**config.mk**
```make
export PLATFORM = sky130hd
export DESIGN_NAME = svfp_back
export DESIGN_NICKNAME = d
export VERILOG_FILES = /design/src/hdl/svfp_pkg.sv /design/src/hdl/svfp_back.sv
export SDC_FILE = /design/constraint.sdc
export NUM_CORES = 1
export LEC_CHECK = 0
export BUFFER_PORTS_ARGS = -buffer_cell sky130_fd_sc_hd__buf_2
export CORE_AREA = 4 4 323 325
export DETAILED_ROUTE_END_ITERATION = 16
export DIE_AREA = 0 0 327 329
export PLACE_DENSITY = 0.49
export REMOVE_ABC_BUFFERS = 1
export SKIP_LAST_GASP = 1
export SLEW_MARGIN = 20
export SYNTH_ARGS = -nofsm -noshare
export SYNTH_HDL_FRONTEND = slang
export SYNTH_SLANG_ARGS = --single-unit
```
**constraint.sdc**
```tcl
create_clock -name clk -period 11 [get_ports clk]
set_clock_uncertainty 0.05 [all_clocks]
set_input_delay 0.55 -clock clk [delete_from_list [all_inputs] [get_ports clk]]
set_output_delay 0.55 -clock clk [all_outputs]
set_load 0.02 [all_outputs]
```
**src/hdl/svfp_pkg.sv**
```systemverilog
`timescale 1ns / 1ps
// ----------------------------------------------------------------------------
// Sampled values frame parser package
// Shared types, event codes, BER tags and sizing constants.
// ----------------------------------------------------------------------------
package svfp_pkg;

  localparam int SVFP_MAX_PAYLOAD_BYTES = 2048;
  localparam int SVFP_MAX_EVENTS        = 6;
  localparam int SVFP_Q_DEPTH           = 2;

  localparam logic [7:0]  SVFP_CAP_DEFAULT = 8'd200;
  localparam logic [29:0] SVFP_NS_PER_S    = 30'd1000000000;

  typedef enum logic [3:0] {
    PH_HEADER  = 4'd0,
    PH_ALEN    = 4'd1,
    PH_TAG     = 4'd2,
    PH_LEN1    = 4'd3,
    PH_LENX    = 4'd4,
    PH_CONTENT = 4'd5,
    PH_SKIP    = 4'd6,
    PH_AFTER   = 4'd7,
    PH_REJECT  = 4'd8
  } phase_t;

  localparam logic [4:0] K_APPID     = 5'd0;
  localparam logic [4:0] K_LENGTH    = 5'd1;
  localparam logic [4:0] K_SIM       = 5'd2;
  localparam logic [4:0] K_REJECT    = 5'd3;
  localparam logic [4:0] K_IMPLAUS   = 5'd4;
  localparam logic [4:0] K_TRUNC     = 5'd5;
  localparam logic [4:0] K_NOASDU    = 5'd6;
  localparam logic [4:0] K_ASDU      = 5'd7;
  localparam logic [4:0] K_SVID      = 5'd8;
  localparam logic [4:0] K_DATSET    = 5'd9;
  localparam logic [4:0] K_SMPCNT    = 5'd10;
  localparam logic [4:0] K_CONFREV   = 5'd11;
  localparam logic [4:0] K_SECONDS   = 5'd12;
  localparam logic [4:0] K_NSEC      = 5'd13;
  localparam logic [4:0] K_QUALITY   = 5'd14;
  localparam logic [4:0] K_SMPSYNCH  = 5'd15;
  localparam logic [4:0] K_SMPRATE   = 5'd16;
  localparam logic [4:0] K_SEQDATA   = 5'd17;
  localparam logic [4:0] K_SMPMOD    = 5'd18;
  localparam logic [4:0] K_GMID      = 5'd19;
  localparam logic [4:0] K_BADLEN    = 5'd20;
  localparam logic [4:0] K_OVERRUN   = 5'd21;
  localparam logic [4:0] K_BADINT    = 5'd22;
  localparam logic [4:0] K_BADREFR   = 5'd23;
  localparam logic [4:0] K_UNKPDU    = 5'd24;
  localparam logic [4:0] K_NOTSEQ    = 5'd25;
  localparam logic [4:0] K_CAP       = 5'd26;
  localparam logic [4:0] K_MISMATCH  = 5'd27;
  localparam logic [4:0] K_BADGMID   = 5'd28;
  localparam logic [4:0] K_UNKASDU   = 5'd29;
  localparam logic [4:0] K_END       = 5'd30;

  localparam logic [63:0] RJ_SHORT_PAYLOAD = 64'd1;
  localparam logic [63:0] RJ_SHORT_REGION  = 64'd2;
  localparam logic [63:0] RJ_BAD_TAG       = 64'd3;
  localparam logic [63:0] RJ_BAD_LENFORM   = 64'd4;
  localparam logic [63:0] RJ_LEN_OVERRUN   = 64'd5;
  localparam logic [63:0] RJ_EARLY_END     = 64'd6;

  localparam logic [7:0] TAG_APDU     = 8'h60;
  localparam logic [7:0] TAG_ASDU     = 8'h30;
  localparam logic [7:0] TAG_SEQASDU  = 8'hA2;
  localparam logic [7:0] TAG_NOASDU   = 8'h80;
  localparam logic [7:0] TAG_SVID     = 8'h80;
  localparam logic [7:0] TAG_DATSET   = 8'h81;
  localparam logic [7:0] TAG_SMPCNT   = 8'h82;
  localparam logic [7:0] TAG_CONFREV  = 8'h83;
  localparam logic [7:0] TAG_REFRTM   = 8'h84;
  localparam logic [7:0] TAG_SMPSYNCH = 8'h85;
  localparam logic [7:0] TAG_SMPRATE  = 8'h86;
  localparam logic [7:0] TAG_SEQDATA  = 8'h87;
  localparam logic [7:0] TAG_SMPMOD   = 8'h88;
  localparam logic [7:0] TAG_GMID     = 8'h89;

  typedef struct packed {
    logic [4:0]  kind;
    logic [7:0]  asdu;
    logic [7:0]  tag;
    logic [63:0] value;
    logic [31:0] flen;
    logic        last;
  } event_t;

  typedef struct packed {
    logic [2:0]                       count;
    event_t [SVFP_MAX_EVENTS-1:0]     ev;
  } step_t;

  typedef struct packed {
    logic  valid;
    step_t head;
  } q_head_t;

  function automatic logic is_int_tag(input logic [7:0] t);
    return t == TAG_SMPCNT || t == TAG_CONFREV || t == TAG_SMPSYNCH ||
           t == TAG_SMPRATE || t == TAG_SMPMOD;
  endfunction

endpackage

```
**src/hdl/svfp_back.sv**
```systemverilog
`timescale 1ns / 1ps
// ----------------------------------------------------------------------------
// Sampled values frame parser back end
// Serialises queued events, scales refrTm fraction, drives result register.
// ----------------------------------------------------------------------------
module svfp_back (
  input  logic                clk,
  input  logic                rst_n,
  input  svfp_pkg::q_head_t   head,
  output logic                q_pop,
  input  logic                out_pop,
  output logic                out_empty,
  output svfp_pkg::event_t    out_ev
);
  import svfp_pkg::*;

  logic [2:0]  idx_r, idx_nxt;
  logic        ovalid_r, ovalid_nxt;
  event_t      oev_r, oev_nxt, cur;
  logic        take, last_ev;
  logic [53:0] ns_prod;

  assign cur     = head.head.ev[idx_r];
  assign take    = head.valid && (!ovalid_r || out_pop);
  assign last_ev = (idx_r == head.head.count - 3'd1);
  assign q_pop   = take && last_ev;
  assign ns_prod = cur.value[23:0] * SVFP_NS_PER_S;

  always_comb begin
    idx_nxt    = idx_r;
    ovalid_nxt = ovalid_r;
    oev_nxt    = oev_r;
    if (take) begin
      idx_nxt    = last_ev ? 3'd0 : idx_r + 3'd1;
      ovalid_nxt = 1'b1;
      oev_nxt    = cur;
      if (cur.kind == K_NSEC) oev_nxt.value = {34'd0, ns_prod[53:24]};
    end else if (out_pop) begin
      ovalid_nxt = 1'b0;
    end
  end

  always_ff @(posedge clk) begin
    if (!rst_n) begin
      idx_r    <= '0;
      ovalid_r <= 1'b0;
    end else begin
      idx_r    <= idx_nxt;
      ovalid_r <= ovalid_nxt;
    end
  end

  always_ff @(posedge clk) begin
    oev_r <= oev_nxt;
  end

  assign out_empty = !ovalid_r;
  assign out_ev    = oev_r;

endmodule
```
After elaboration in Yosys (flattened, before gate mapping) --
Cells that the tools add are included.
Word-level totals: input port bits 715, register bits 122, output and inout port bits 120
Operators by class: eq/ne operators 2, $lt $le $gt $ge 1, reductions and logical operators 5, multiplexer cells 6, multipliers 1, add/subtract/negate cells 2
Operators with widths (number):
- 118-bit binary-select mux with 3-bit select | 1
- 118-bit two-way mux | 1
- 24-bit by 21-bit multiplier with 45-bit output, second input constant | 1
- 30-bit two-way mux | 1
- 5-bit by 4-bit == test with 1-bit output, second input constant | 1
- 3-bit by 4-bit less-than comparator with 1-bit output, second input constant | 1
- 3-bit by 1-bit adder with 3-bit output, second input constant | 1
- 3-bit == test | 1
- 3-bit two-way mux | 1
- 3-bit by 1-bit subtractor with 3-bit output, second input constant | 1
- 1-bit logical AND | 2
- 1-bit two-way mux | 2
- 2-bit nonzero test | 1
- 1-bit logical NOT | 1
- 1-bit logical OR | 1

Logic depth before layout (Yosys ltp) --
depth after elaboration 4, mapped depth 32, depth with buffers taken out 27

Worst setup path after synthesis --
No wires, ideal clock.
kind reg-to-reg, start reg idx_r[0], end reg oev_r, in the netlist out_ev[60] (data pin), data required time 10688 ps, library setup time 262 ps, setup slack 3036 ps, stages on the path, launching flop included 31, arrival 7652 ps, path through dfxtp_1 > buf_2 > buf_4 > buf_4 > buf_4 > buf_2 > mux2i_1 > nor2_1 > a21oi_1 > inv_1 > ha_1 > inv_1 > fa_1 > fa_1 > inv_1 > fa_1 > fa_1 > fa_1 > inv_1 > fa_1 > inv_1 > ha_1 > a21o_1 > a21o_1 > a221oi_2 > o221ai_1 > a31o_2 > a41o_1 > and3_1 > a31oi_1 > o22ai_1
On the way: longest elaborated chain between the ends 4, elaborated cells on any way between the ends 5
Ends and longest elaborated chain:
- from (decl) | line svfp_back.sv:17 | logic [2:0] idx_r, idx_nxt;
- from (signal assigned) | line svfp_back.sv:48 | idx_r <= idx_nxt;
- 118-bit binary-select mux with 3-bit select (*) | line svfp_back.sv:23 | assign cur = head.head.ev[idx_r];
- 118-bit two-way mux (implied by the code) (*) | line svfp_back.sv:23
- 24-bit by 21-bit multiplier with 45-bit output or 5-bit by 4-bit == test with 1-bit output (tied branches) | line svfp_back.sv:27, svfp_back.sv:37
- 30-bit two-way mux (*) | line svfp_back.sv:37 | if (cur.kind == K_NSEC) oev_nxt.value = {34'd0, ns_prod[53:24]};
- to (signal assigned) | line svfp_back.sv:54 | oev_r <= oev_nxt;
- to (decl) | line svfp_back.sv:19 | event_t oev_r, oev_nxt, cur;
Mark *: on every way between the ends. The rest lies on a longest branch, timed or not. The select of a mux whose other input is x is not followed. A chain may end at the register's enable or synchronous reset.

Final worst setup path --
start reg idx_r[1], end reg oev_r, in the netlist out_ev[50] (data pin)
The elaborated chain is that of the path after synthesis.

==> out/summary.txt <==
Outcome: complete, no violations
Slowest CP cell: dfxtp_4
Buf/Inv on CP: 3
Sequential cell area fraction in the yosys report: 18.57%
Post-CTS sizing: 0
Vias in the first global route: 18210
Cell family with most CP delay: adder cells
Most frequent cells in the layout: buf_2 (834), inv_1 (375), ha_1 (227)
Setup Buffers After CTS: 0
Clock transition at path regs: 0.08 ns
Die ar.: 107600 um^2
Final period util: 80.93%
# H-tree levels: 4
CTS buffer count: 17
MaxCap Viol Count: 0
Worst stage delay on the critical path: 0.72 ns
Final critical-path required period: 8.902 ns
Row cnt: 117
Least-Margin Pin Slew: 0.9684 ns
F_max: 112.3 MHz
Drc violations: 0
Die W: 327 um
Post-route ant nets: 0
Hold_buf cts: 0
Max_slew headroom: 35.05%
CP Class: reg -> reg
Drt first pass iters: 6
Starting Density: 19.24%
Max FO, Critical Path: 57
First-pass GRT wire length: 161100 um
Chip height: 329 um
WP data arrival: 9.05 ns
Hpwl dp: 113400 um
Root buffer cell: clkbuf_16
Initial antenna violation count: 140
Vias per cell: 4.442
#FFs+latches synth: 122
RSZ-0062 raised after global routing: false
Dpl ws: 2.228 ns
Synthesized cell area: 19510 um^2
Largest net degree at the start of global routing: 70
Post-synth cell types: 54
Gr usage total: 22.53%
Number of enable flip-flop cells after synthesis: 118
Most common cell after layout, fill and taps aside: buf_2
CTS tree: yes
Final Hold Fails: 0
Clock sink count: 122
Worst setup margin: 2.098 ns
Layout area overhead: 33.45%
Routed WL per cell: 30.66 um
Fin nets: 3809
Grt ovf: 0
# fillers: 11100
Most common cell on crit path: fa_1
WP data required: 11.15 ns
CTS max path bufs: 2
Main synth FF type: edfxtp_1
Setup crit start kind: register
DR vias: 18100
Pins over their slew limit: 0
Clock Latency Late Sink: 0.49 ns
Setup violators final: 0
Crit. End Element: register
Post-synthesis async set-or-reset flop share: 0%
Routed wire length: 124900 um
Cells after Synth: 1836
Routability congestion estimate from global placement: 0.9608
IO Pins: 835
Mean post-synth cell area: 10.63 um^2
Core area: 101400 um^2
DR iter-0 viols: 1414
Layout cells sized above 1: 38.92%
Type of the worst min-delay path: in -> reg
Ys Warns: 0
I/O Buffers: 834
==> path summary, 6_finish.rpt <==
| kind | slack [ns] | from | end | depth (start not counted) |
|---|---|---|---|---|
| worst max-delay path | 2.10 | idx_r[1] | out_ev[50] | 25 |
| worst max register to register | 2.10 | idx_r[1] | out_ev[50] | 25 |
| worst min-delay path | 0.25 | head[711] | ovalid_r | 3 |
| worst min register to register | 0.47 | ovalid_r | ovalid_r | 2 |
==> tightest hold or removal path, cell delays in order <==
cell and delay, ns:
buf_2 0.11, inv_1 0.04, a21boi_0 0.06
==> sequential cells by signal (all words and copies together), names as in the netlist <==
signal / cells
ovalid_r: 1
idx_r: 3
out_ev: 118
==> cell usage after synthesis (all sizes together), types with 2 or more instances <==
cell type	count	share of area [%]
a2111oi	2	0.19
o22ai	3	0.096
clkbuf	37	0.71
dfxtp	4	0.41
a211o	2	0.090
a21oi	94	2.4
xnor2	24	1.1
a31oi	9	0.29
nor4	2	0.064
a21boi	2	0.077
a21o	20	0.77
o21a	2	0.077
a31o	2	0.090
inv	376	7.2
nor2b	4	0.13
a211oi	9	0.35
ha	227	15
mux4	118	14
o211ai	2	0.077
nand4	7	0.22
o21bai	5	0.19
nor3	6	0.15
and3	6	0.19
fa	221	23
nand2b	5	0.16
xor2	16	0.72
edfxtp	118	18
nand2	107	2.1
o21ai	92	2.4
nand3	8	0.21
mux2i	122	6.3
buf	47	1.3
a221oi	2	0.12
nor2	121	2.3
o221ai	3	0.13
==> layer usage <==
layer,track usage (%),up-vias,share of wire (%)
met5,0,-,0.10
met4,6.982,22,4.8
met3,8.395,261,9.8
met2,38.54,1016,48
met1,26.27,8856,38
li1,-,7947,-
==> layout make-up <==
type | instances | area [um^2] | area share [%]
multi-input cells | 1254 | 14110 | 54.19
repair buffers | 875 | 4482 | 17.21
flip-flops and latches | 122 | 3631 | 13.94
well taps | 1368 | 1712 | 6.573
inverters | 376 | 1416 | 5.439
clock buffers | 17 | 425.4 | 1.634
clock inverters | 15 | 142.6 | 0.5477
diodes | 48 | 120.1 | 0.4612
==> stage by stage <==
stage / cells / hold slack [ns] / setup TNS [ns] / util [%] / instance area (um^2)
5_1_grt: 4036 / 0.2428 / 0 / 25.57 / 25940
4_1_cts: 4027 / 0.2026 / 0 / 25.55 / 25920
2_1_floorplan: 1752 / 0.4215 / -223.17 / - / 19130
3_5_place_dp: 3995 / 0.4604 / 0 / 24.99 / 25350
6_report: 4075 / 0.2536 / 0 / 25.67 / 26040
3_3_place_gp: 3995 / 0.4503 / 0 / 24.99 / 25350
==> kinds of logic (layout without fill, tap and decap cells) <==
kind of cell	after synthesis	count (layout)	share of synthesized area, %
XOR/XNOR	40	40	1.795
multiplexers	240	240	19.88
AND/OR/NAND/NOR	270	270	5.668
other	0	48	0
AO/OA/AOI/OAI	256	256	7.662
buffers and inverters	460	1283	9.201
flip-flops	122	122	18.57
adder cells (fa/ha/maj)	448	448	37.23
Power is not shown: default switching activity piles up to over one toggle a cycle in this logic, so the estimate is an artifact.
