==> config.mk <==
export PLATFORM = sky130hd
export DESIGN_NAME = svfp_step_fifo
export DESIGN_NICKNAME = d
export VERILOG_FILES = /design/src/hdl/svfp_pkg.sv /design/src/hdl/svfp_step_fifo.sv
export SDC_FILE = /design/constraint.sdc
export NUM_CORES = 1
export LEC_CHECK = 0
export BUFFER_PORTS_ARGS = -buffer_cell sky130_fd_sc_hd__buf_2
export CAP_MARGIN = 20
export CORE_AREA = 2 2 548 550
export CTS_CLUSTER_SIZE = 30
export DETAILED_ROUTE_END_ITERATION = 10
export DIE_AREA = 0 0 550 552
export SYNTH_ARGS = -nofsm -noshare
export SYNTH_HDL_FRONTEND = slang
export SYNTH_SLANG_ARGS = --single-unit
==> constraint.sdc <==
create_clock -name clk -period 96.8 [get_ports clk]
set_input_delay 9.68 -clock clk [delete_from_list [all_inputs] [get_ports clk]]
set_output_delay 9.68 -clock clk [all_outputs]
set_load 0.03 [all_outputs]
==> src/hdl/svfp_pkg.sv <==
`timescale 1ns / 1ps
// ----------------------------------------------------------------------------
// Sampled values frame parser package
// Shared types, event codes, BER tags and sizing constants.
// ----------------------------------------------------------------------------
package svfp_pkg;

  localparam int SVFP_MAX_PAYLOAD_BYTES = 2048;
  localparam int SVFP_MAX_EVENTS        = 6;
  localparam int SVFP_Q_DEPTH           = 2;

  localparam logic [7:0]  SVFP_CAP_DEFAULT = 8'd200;
  localparam logic [29:0] SVFP_NS_PER_S    = 30'd1000000000;

  typedef enum logic [3:0] {
    PH_HEADER  = 4'd0,
    PH_ALEN    = 4'd1,
    PH_TAG     = 4'd2,
    PH_LEN1    = 4'd3,
    PH_LENX    = 4'd4,
    PH_CONTENT = 4'd5,
    PH_SKIP    = 4'd6,
    PH_AFTER   = 4'd7,
    PH_REJECT  = 4'd8
  } phase_t;

  localparam logic [4:0] K_APPID     = 5'd0;
  localparam logic [4:0] K_LENGTH    = 5'd1;
  localparam logic [4:0] K_SIM       = 5'd2;
  localparam logic [4:0] K_REJECT    = 5'd3;
  localparam logic [4:0] K_IMPLAUS   = 5'd4;
  localparam logic [4:0] K_TRUNC     = 5'd5;
  localparam logic [4:0] K_NOASDU    = 5'd6;
  localparam logic [4:0] K_ASDU      = 5'd7;
  localparam logic [4:0] K_SVID      = 5'd8;
  localparam logic [4:0] K_DATSET    = 5'd9;
  localparam logic [4:0] K_SMPCNT    = 5'd10;
  localparam logic [4:0] K_CONFREV   = 5'd11;
  localparam logic [4:0] K_SECONDS   = 5'd12;
  localparam logic [4:0] K_NSEC      = 5'd13;
  localparam logic [4:0] K_QUALITY   = 5'd14;
  localparam logic [4:0] K_SMPSYNCH  = 5'd15;
  localparam logic [4:0] K_SMPRATE   = 5'd16;
  localparam logic [4:0] K_SEQDATA   = 5'd17;
  localparam logic [4:0] K_SMPMOD    = 5'd18;
  localparam logic [4:0] K_GMID      = 5'd19;
  localparam logic [4:0] K_BADLEN    = 5'd20;
  localparam logic [4:0] K_OVERRUN   = 5'd21;
  localparam logic [4:0] K_BADINT    = 5'd22;
  localparam logic [4:0] K_BADREFR   = 5'd23;
  localparam logic [4:0] K_UNKPDU    = 5'd24;
  localparam logic [4:0] K_NOTSEQ    = 5'd25;
  localparam logic [4:0] K_CAP       = 5'd26;
  localparam logic [4:0] K_MISMATCH  = 5'd27;
  localparam logic [4:0] K_BADGMID   = 5'd28;
  localparam logic [4:0] K_UNKASDU   = 5'd29;
  localparam logic [4:0] K_END       = 5'd30;

  localparam logic [63:0] RJ_SHORT_PAYLOAD = 64'd1;
  localparam logic [63:0] RJ_SHORT_REGION  = 64'd2;
  localparam logic [63:0] RJ_BAD_TAG       = 64'd3;
  localparam logic [63:0] RJ_BAD_LENFORM   = 64'd4;
  localparam logic [63:0] RJ_LEN_OVERRUN   = 64'd5;
  localparam logic [63:0] RJ_EARLY_END     = 64'd6;

  localparam logic [7:0] TAG_APDU     = 8'h60;
  localparam logic [7:0] TAG_ASDU     = 8'h30;
  localparam logic [7:0] TAG_SEQASDU  = 8'hA2;
  localparam logic [7:0] TAG_NOASDU   = 8'h80;
  localparam logic [7:0] TAG_SVID     = 8'h80;
  localparam logic [7:0] TAG_DATSET   = 8'h81;
  localparam logic [7:0] TAG_SMPCNT   = 8'h82;
  localparam logic [7:0] TAG_CONFREV  = 8'h83;
  localparam logic [7:0] TAG_REFRTM   = 8'h84;
  localparam logic [7:0] TAG_SMPSYNCH = 8'h85;
  localparam logic [7:0] TAG_SMPRATE  = 8'h86;
  localparam logic [7:0] TAG_SEQDATA  = 8'h87;
  localparam logic [7:0] TAG_SMPMOD   = 8'h88;
  localparam logic [7:0] TAG_GMID     = 8'h89;

  typedef struct packed {
    logic [4:0]  kind;
    logic [7:0]  asdu;
    logic [7:0]  tag;
    logic [63:0] value;
    logic [31:0] flen;
    logic        last;
  } event_t;

  typedef struct packed {
    logic [2:0]                       count;
    event_t [SVFP_MAX_EVENTS-1:0]     ev;
  } step_t;

  typedef struct packed {
    logic  valid;
    step_t head;
  } q_head_t;

  function automatic logic is_int_tag(input logic [7:0] t);
    return t == TAG_SMPCNT || t == TAG_CONFREV || t == TAG_SMPSYNCH ||
           t == TAG_SMPRATE || t == TAG_SMPMOD;
  endfunction

endpackage

==> src/hdl/svfp_step_fifo.sv <==
`timescale 1ns / 1ps
// ----------------------------------------------------------------------------
// Sampled values frame parser step queue
// Short queue of per-byte event groups between front and back end.
// ----------------------------------------------------------------------------
module svfp_step_fifo (
  input  logic                clk,
  input  logic                rst_n,
  input  logic                push,
  input  svfp_pkg::step_t     wdata,
  input  logic                pop,
  output logic                full,
  output svfp_pkg::q_head_t   head
);
  import svfp_pkg::*;

  localparam int PtrW = (SVFP_Q_DEPTH > 1) ? $clog2(SVFP_Q_DEPTH) : 1;
  localparam int CntW = $clog2(SVFP_Q_DEPTH + 1);

  step_t           slot_r [SVFP_Q_DEPTH];
  logic [PtrW-1:0] wptr_r, wptr_nxt, rptr_r, rptr_nxt;
  logic [CntW-1:0] cnt_r, cnt_nxt;

  assign full       = (cnt_r == CntW'(SVFP_Q_DEPTH));
  assign head.valid = (cnt_r != '0);
  assign head.head  = slot_r[rptr_r];

  always_comb begin
    wptr_nxt = wptr_r;
    rptr_nxt = rptr_r;
    cnt_nxt  = cnt_r;
    if (push) begin
      wptr_nxt = (wptr_r == PtrW'(SVFP_Q_DEPTH - 1)) ? '0 : wptr_r + 1'b1;
    end
    if (pop) begin
      rptr_nxt = (rptr_r == PtrW'(SVFP_Q_DEPTH - 1)) ? '0 : rptr_r + 1'b1;
    end
    if (push && !pop) cnt_nxt = cnt_r + 1'b1;
    else if (pop && !push) cnt_nxt = cnt_r - 1'b1;
  end

  always_ff @(posedge clk) begin
    if (!rst_n) begin
      wptr_r <= '0;
      rptr_r <= '0;
      cnt_r  <= '0;
    end else begin
      wptr_r <= wptr_nxt;
      rptr_r <= rptr_nxt;
      cnt_r  <= cnt_nxt;
    end
  end

  always_ff @(posedge clk) begin
    if (push) slot_r[wptr_r] <= wdata;
  end

`ifndef SYNTHESIS
  a_no_overflow: assert property (@(posedge clk) disable iff (!rst_n)
    full |-> !push)
    else $error("item pushed into full step queue");
  a_no_underflow: assert property (@(posedge clk) disable iff (!rst_n)
    pop |-> head.valid)
    else $error("step queue popped while empty");
  a_cnt_bound: assert property (@(posedge clk) disable iff (!rst_n)
    cnt_r <= CntW'(SVFP_Q_DEPTH))
    else $error("step queue count out of range");
  a_cnt_track: assert property (@(posedge clk) disable iff (!rst_n)
    (push && !pop) |=> cnt_r == $past(cnt_r) + 1'b1)
    else $error("step queue count missed a push");
`endif

endmodule

# After elaboration in Yosys (flattened, before gate mapping)
# Memories as Yosys holds them, arrays and structs flattened. A register that Yosys moved wholly into a read port is not among the register bits.
# Cells that the tools add are included.
dict set report classes {
  add_sub_neg 4
  multipliers 0
  div_mod_pow 0
  order_cmp 0
  eq_ne 1
  shift 0
  n_mux 8
  bitwise 0
  n_reduce_logical 6
}
# cell count
set op_table {}
lappend op_table {{2-to-1 mux 1 bit} 6}
lappend op_table {{2-to-1 mux 2 bit} 2}
lappend op_table {{nonzero test 2 bit} 2}
lappend op_table {{adder 1 bit, second input constant} 2}
lappend op_table {{adder 2 x 1 -> 2 bit, second input constant} 1}
lappend op_table {{== test 2 bit, second input constant} 1}
lappend op_table {{logical AND 1 bit} 2}
lappend op_table {{logical NOT 1 bit} 2}
lappend op_table {{subtractor 2 x 1 -> 2 bit, second input constant} 1}
dict set report word_totals {
  ff_bits 4
  latch_bits 0
  mem_bits_rw 1422
  mem_bits_ro 0
  output_inout_bits 713
  word_cells 23
  mem_count 1
}
# memory depth width rd rd_ports_with_merged_regs wr line
set memory_table {}
lappend memory_table {slot_r 2 711 1 1 1 svfp_step_fifo.sv:20} ;# step_t slot_r [SVFP_Q_DEPTH];

# Longest topological paths before layout
dict set report logic_depth {
  ltp_word 4
  depth_mapped 5
  ltp_nobuf 5
}

# Worst setup path before layout
# OpenSTA, ideal clock, no wires.
dict set report synth_path {
  path_kind {input to register}
  from {input port push}
  to {register wptr_r}
  setup_ps 180
  t_arrival_ps 42189
  slack_ps 54431
  cell_stages 2
  cell_sequence {nor2b_1 -> o21a_1}
}
# element line
set synth_rtl {}
lappend synth_rtl {{start, declared} svfp_step_fifo.sv:9} ;# input logic push,
lappend synth_rtl {{end signal, assigned} svfp_step_fifo.sv:48} ;# wptr_r <= wptr_nxt;
lappend synth_rtl {{end, declared} svfp_step_fifo.sv:21} ;# logic [PtrW-1:0] wptr_r, wptr_nxt, rptr_r, rptr_nxt;

==> results <==
- The class of the tightest hold or removal check is reg2reg.
- The netlist area before placement is 51900 sq um.
- The worst pin sits at a relative slew slack of 17.6%.
- Entering global routing, the biggest net connects 160 pins.
- The number of vias per cell is 3.64.
- Based on the critical path, the design can be clocked at up to 70.0 MHz.
- Post-CTS repair changed the size of 0 cells.
- Measured on the finished design, the core utilization comes to 23.1%.
- The critical path's largest stage delay is 0.88 ns.
- The biggest fanout along the worst timing path is 77.
- The clock latency on the worst-skew pair is 0.85 ns.
- In this run the mean area of a mapped cell was 23.2 sq um.
- The Yosys step of the flow raised 0 warnings.
- The fraction of synthesized cell area in xor and xnor cells is 0.0506%.
- In this run, post-CTS hold repair placed 0 buffers.
- The total wire length is 208000 microns.
- The library cells used most frequently in the layout, excluding fill and tap cells, are sky130_fd_sc_hd__buf_2 (1427), sky130_fd_sc_hd__edfxtp_1 (1422), sky130_fd_sc_hd__mux2_2 (711).
- The count of pins over their slew limit came to 0.
- The layout filler cell count is 31000.
- Between clock sinks in the finished design, the worst skew comes to 0.0477 ns.
- After floorplanning, the core was sized to cover 298000 sq um.
- For the pin with the worst max-slew slack, the measured transition is 1.24 ns.
- Of the post-synthesis cell area, the part taken by muxes is 15.4%.
- The die height is 552 microns.
- The required time of the critical path is 87.12 ns.
- The number of max-cap violations is 0.
- The final number of hold-violating endpoints is 0.
- The maximum vdd ir drop is 0.0174 mV.
- The critical path's most frequent cell is sky130_fd_sc_hd__buf_4.
- In this run the deepest clock path goes through 4 buffers.
- Routability-driven placement finished with a final weighted congestion of 0.878.
- The post-route netlist has 61.8% of its cells at a drive strength greater than 1.
- TritonCTS built the clock tree.
- The top-level port count is 1428.
- The flow ran to the end, and the final reports show no timing, DRC or antenna violations.
- The reg-to-reg critical path startpoint is wptr_r.
- The time the worst path needs with I/O delays and setup is 14.29 ns.
- STA classifies the critical path startpoint as a register.
- The total number of placement rows is 201.
- The via count of the first global-routing pass is 29200.
- The share of the Yosys chip area taken by registers is 82.5%.
- The largest family of logic cells by synthesized area is multiplexers.
- The initial core utilization is 17.4%.
- For this run, design rule violations remaining after detail routing come to 0.
- The total global-route track usage is 13.1%.
- Measured along the x axis, the die boundary spans 550 microns.
- The netlist uses 17 different library cells.
- The arrival time reported for the critical path endpoint is 4.61 ns.
- The synthesized netlist devotes 0.0241% of its cell area to adder and majority cells.
- Synthesis inferred 1427 register bits.
- The number of port buffers is 1427.
- The total negative slack is 0 ns.
- The die footprint is 304000 sq um.
- After clock tree synthesis, the clock-pin slew on the worst setup and hold paths is 0.06 ns.
- After Yosys synthesis, and, or, nand and nor cells account for 0.109% of the synthesized area.
- The critical path goes through buf_4 -> buf_4 -> buf_4 -> mux2_2 -> buf_2.
- The detail-routed net length per standard cell is 26.3 microns.
- The library cell used most frequently in the layout, excluding fill and tap cells, is sky130_fd_sc_hd__buf_2.
- The post-synthesis compound-gate area fraction is 0.0386%.
- The detail route stage leaves a number of antenna-violating nets equal to 0.
- The master of the slowest instance on the critical path is sky130_fd_sc_hd__buf_4.
- The total congestion overflow after global routing is 0.
- The static leakage is 24.5 nW.
- The number of levels in the clock H-tree is 4.
- The area growth from synthesis to layout is 32.8%.
- Setup repair after global routing left no endpoint under its margin.
- The post-synthesis cell count is 2234.
- The total via count after detailed routing is 28900.
- The final cycle utilization of the critical path is 14.8%.
- The length of the first detailed-routing pass in iterations is 5.
- The post-layout total power is 1.55 mW.
- STA classifies the critical path endpoint as a primary output.
- Setup violations remaining at the end of the flow were counted as 0.
- The CTS sink count is 1427.
- The first-pass GRT wire length is 268000 microns.
- The cell sitting at the root of the clock tree is a sky130_fd_sc_hd__clkbuf_16.
- The startpoint identified for the worst hold timing path is cnt_r[1].
- The post-CTS setup repair buffer count is 0.
- Synthesis produced a netlist with a net count of 2950.
- The detailed router finished its first iteration with 2228 violations.
- In this run the power density over the cells is 22.4 nW/um^2.
- In the final design database the tool counted 4498 nets.
- The initial antenna violation count is 273.
- The number of buffers created by CTS is 167.
- The classification of the worst setup path is reg2out.
- Once detailed placement completed, the half-perimeter wirelength came to 166000 microns.
where the power goes:
part,internal [mW],switching [mW],leakage (nW),total (mW)
combinational,0.0633,0.136,8.51,0.199
clock,0.362,0.262,2.62,0.624
sequential,0.716,0.00732,13.4,0.723
state kept, by name (all words and copies together) (netlist names), named ones only:
register and flops:
cnt_r 2, rptr_r 1, slot_r 1422, wptr_r 1
logic make-up (layout without fill, tap and decap cells):
group	Yosys count	count (layout)
AOI/OAI and AO/OA	3	3
xor gates and xnor gates	3	3
adders and majority gates	1	1
buffers and inverters	80	1759
DFF	1427	1427
muxes	711	711
other	0	65
and+or+nand+nor	9	9
critical path: cells and delay by family (launching register included):
family | cells | cell delay, ns
buf+inv | 4 | 2.39
mux | 1 | 0.43
flops | 1 | 0.81
path summary, 6_finish.rpt:
kind | slack (ns) | cells after the start | end
min | 0.53 | 2 | cnt_r[1]
max reg2reg | 92.25 | 5 | slot_r[0][43]
min reg2reg | 0.53 | 2 | cnt_r[1]
max | 82.51 | 5 | head[46]
layer usage:
layer | wire length [microns] | GRT usage, % | part of all wire, %
met2 | 93500 | 21.1 | 45
met1 | 71800 | 13.6 | 34
met4 | 8160 | 3.91 | 3.9
met5 | 834 | 0 | 0.40
met3 | 34100 | 9.15 | 16
through the flow:
step           setup WS [ns]  hold slack (ns)  area, sq um  cells
2_1_floorplan          54.43            0.468        51900   2234
3_3_place_gp           82.79            0.479        63300   7570
3_5_place_dp           82.65            0.520        63300   7570
4_1_cts                82.27            0.528        68700   7870
5_1_grt                82.12            0.577        68800   7885
6_report               82.51            0.529        68900   7936
final cells by class:
| cell class | instances | area (sq um) | share of cell area, % |
|---|---|---|---|
| Clock inverter | 105 | 1100 | 1.60 |
| Multi-Input combinational cell | 727 | 8130 | 11.8 |
| Antenna cell | 65 | 163 | 0.236 |
| Timing Repair Buffer | 1458 | 7440 | 10.8 |
| Clock buffer | 195 | 4300 | 6.25 |
| Sequential cell | 1427 | 42800 | 62.1 |
| Inverter | 1 | 3.75 | 0.00545 |
| Tap cell | 3958 | 4950 | 7.19 |
Yosys cell counts:
cell | n | area, sq um
sky130_fd_sc_hd__edfxtp_1 | 1422 | 42700
sky130_fd_sc_hd__mux2_2 | 711 | 8010
sky130_fd_sc_hd__buf_6 | 44 | 495
sky130_fd_sc_hd__clkbuf_8 | 33 | 454
sky130_fd_sc_hd__dfxtp_1 | 5 | 100
sky130_fd_sc_hd__and2_1 | 4 | 25.0
sky130_fd_sc_hd__nor2b_1 | 3 | 18.8
sky130_fd_sc_hd__buf_2 | 2 | 10.0
sky130_fd_sc_hd__xor2_1 | 2 | 17.5
sky130_fd_sc_hd__a21boi_0 | 1 | 7.51
sky130_fd_sc_hd__ha_1 | 1 | 12.5
sky130_fd_sc_hd__inv_1 | 1 | 3.75
sky130_fd_sc_hd__o21a_1 | 1 | 7.51
sky130_fd_sc_hd__o21ai_0 | 1 | 5.00
sky130_fd_sc_hd__or2_2 | 1 | 6.26
sky130_fd_sc_hd__or3_1 | 1 | 6.26
sky130_fd_sc_hd__xnor2_1 | 1 | 8.76
Power figures use the tool's default switching activity.
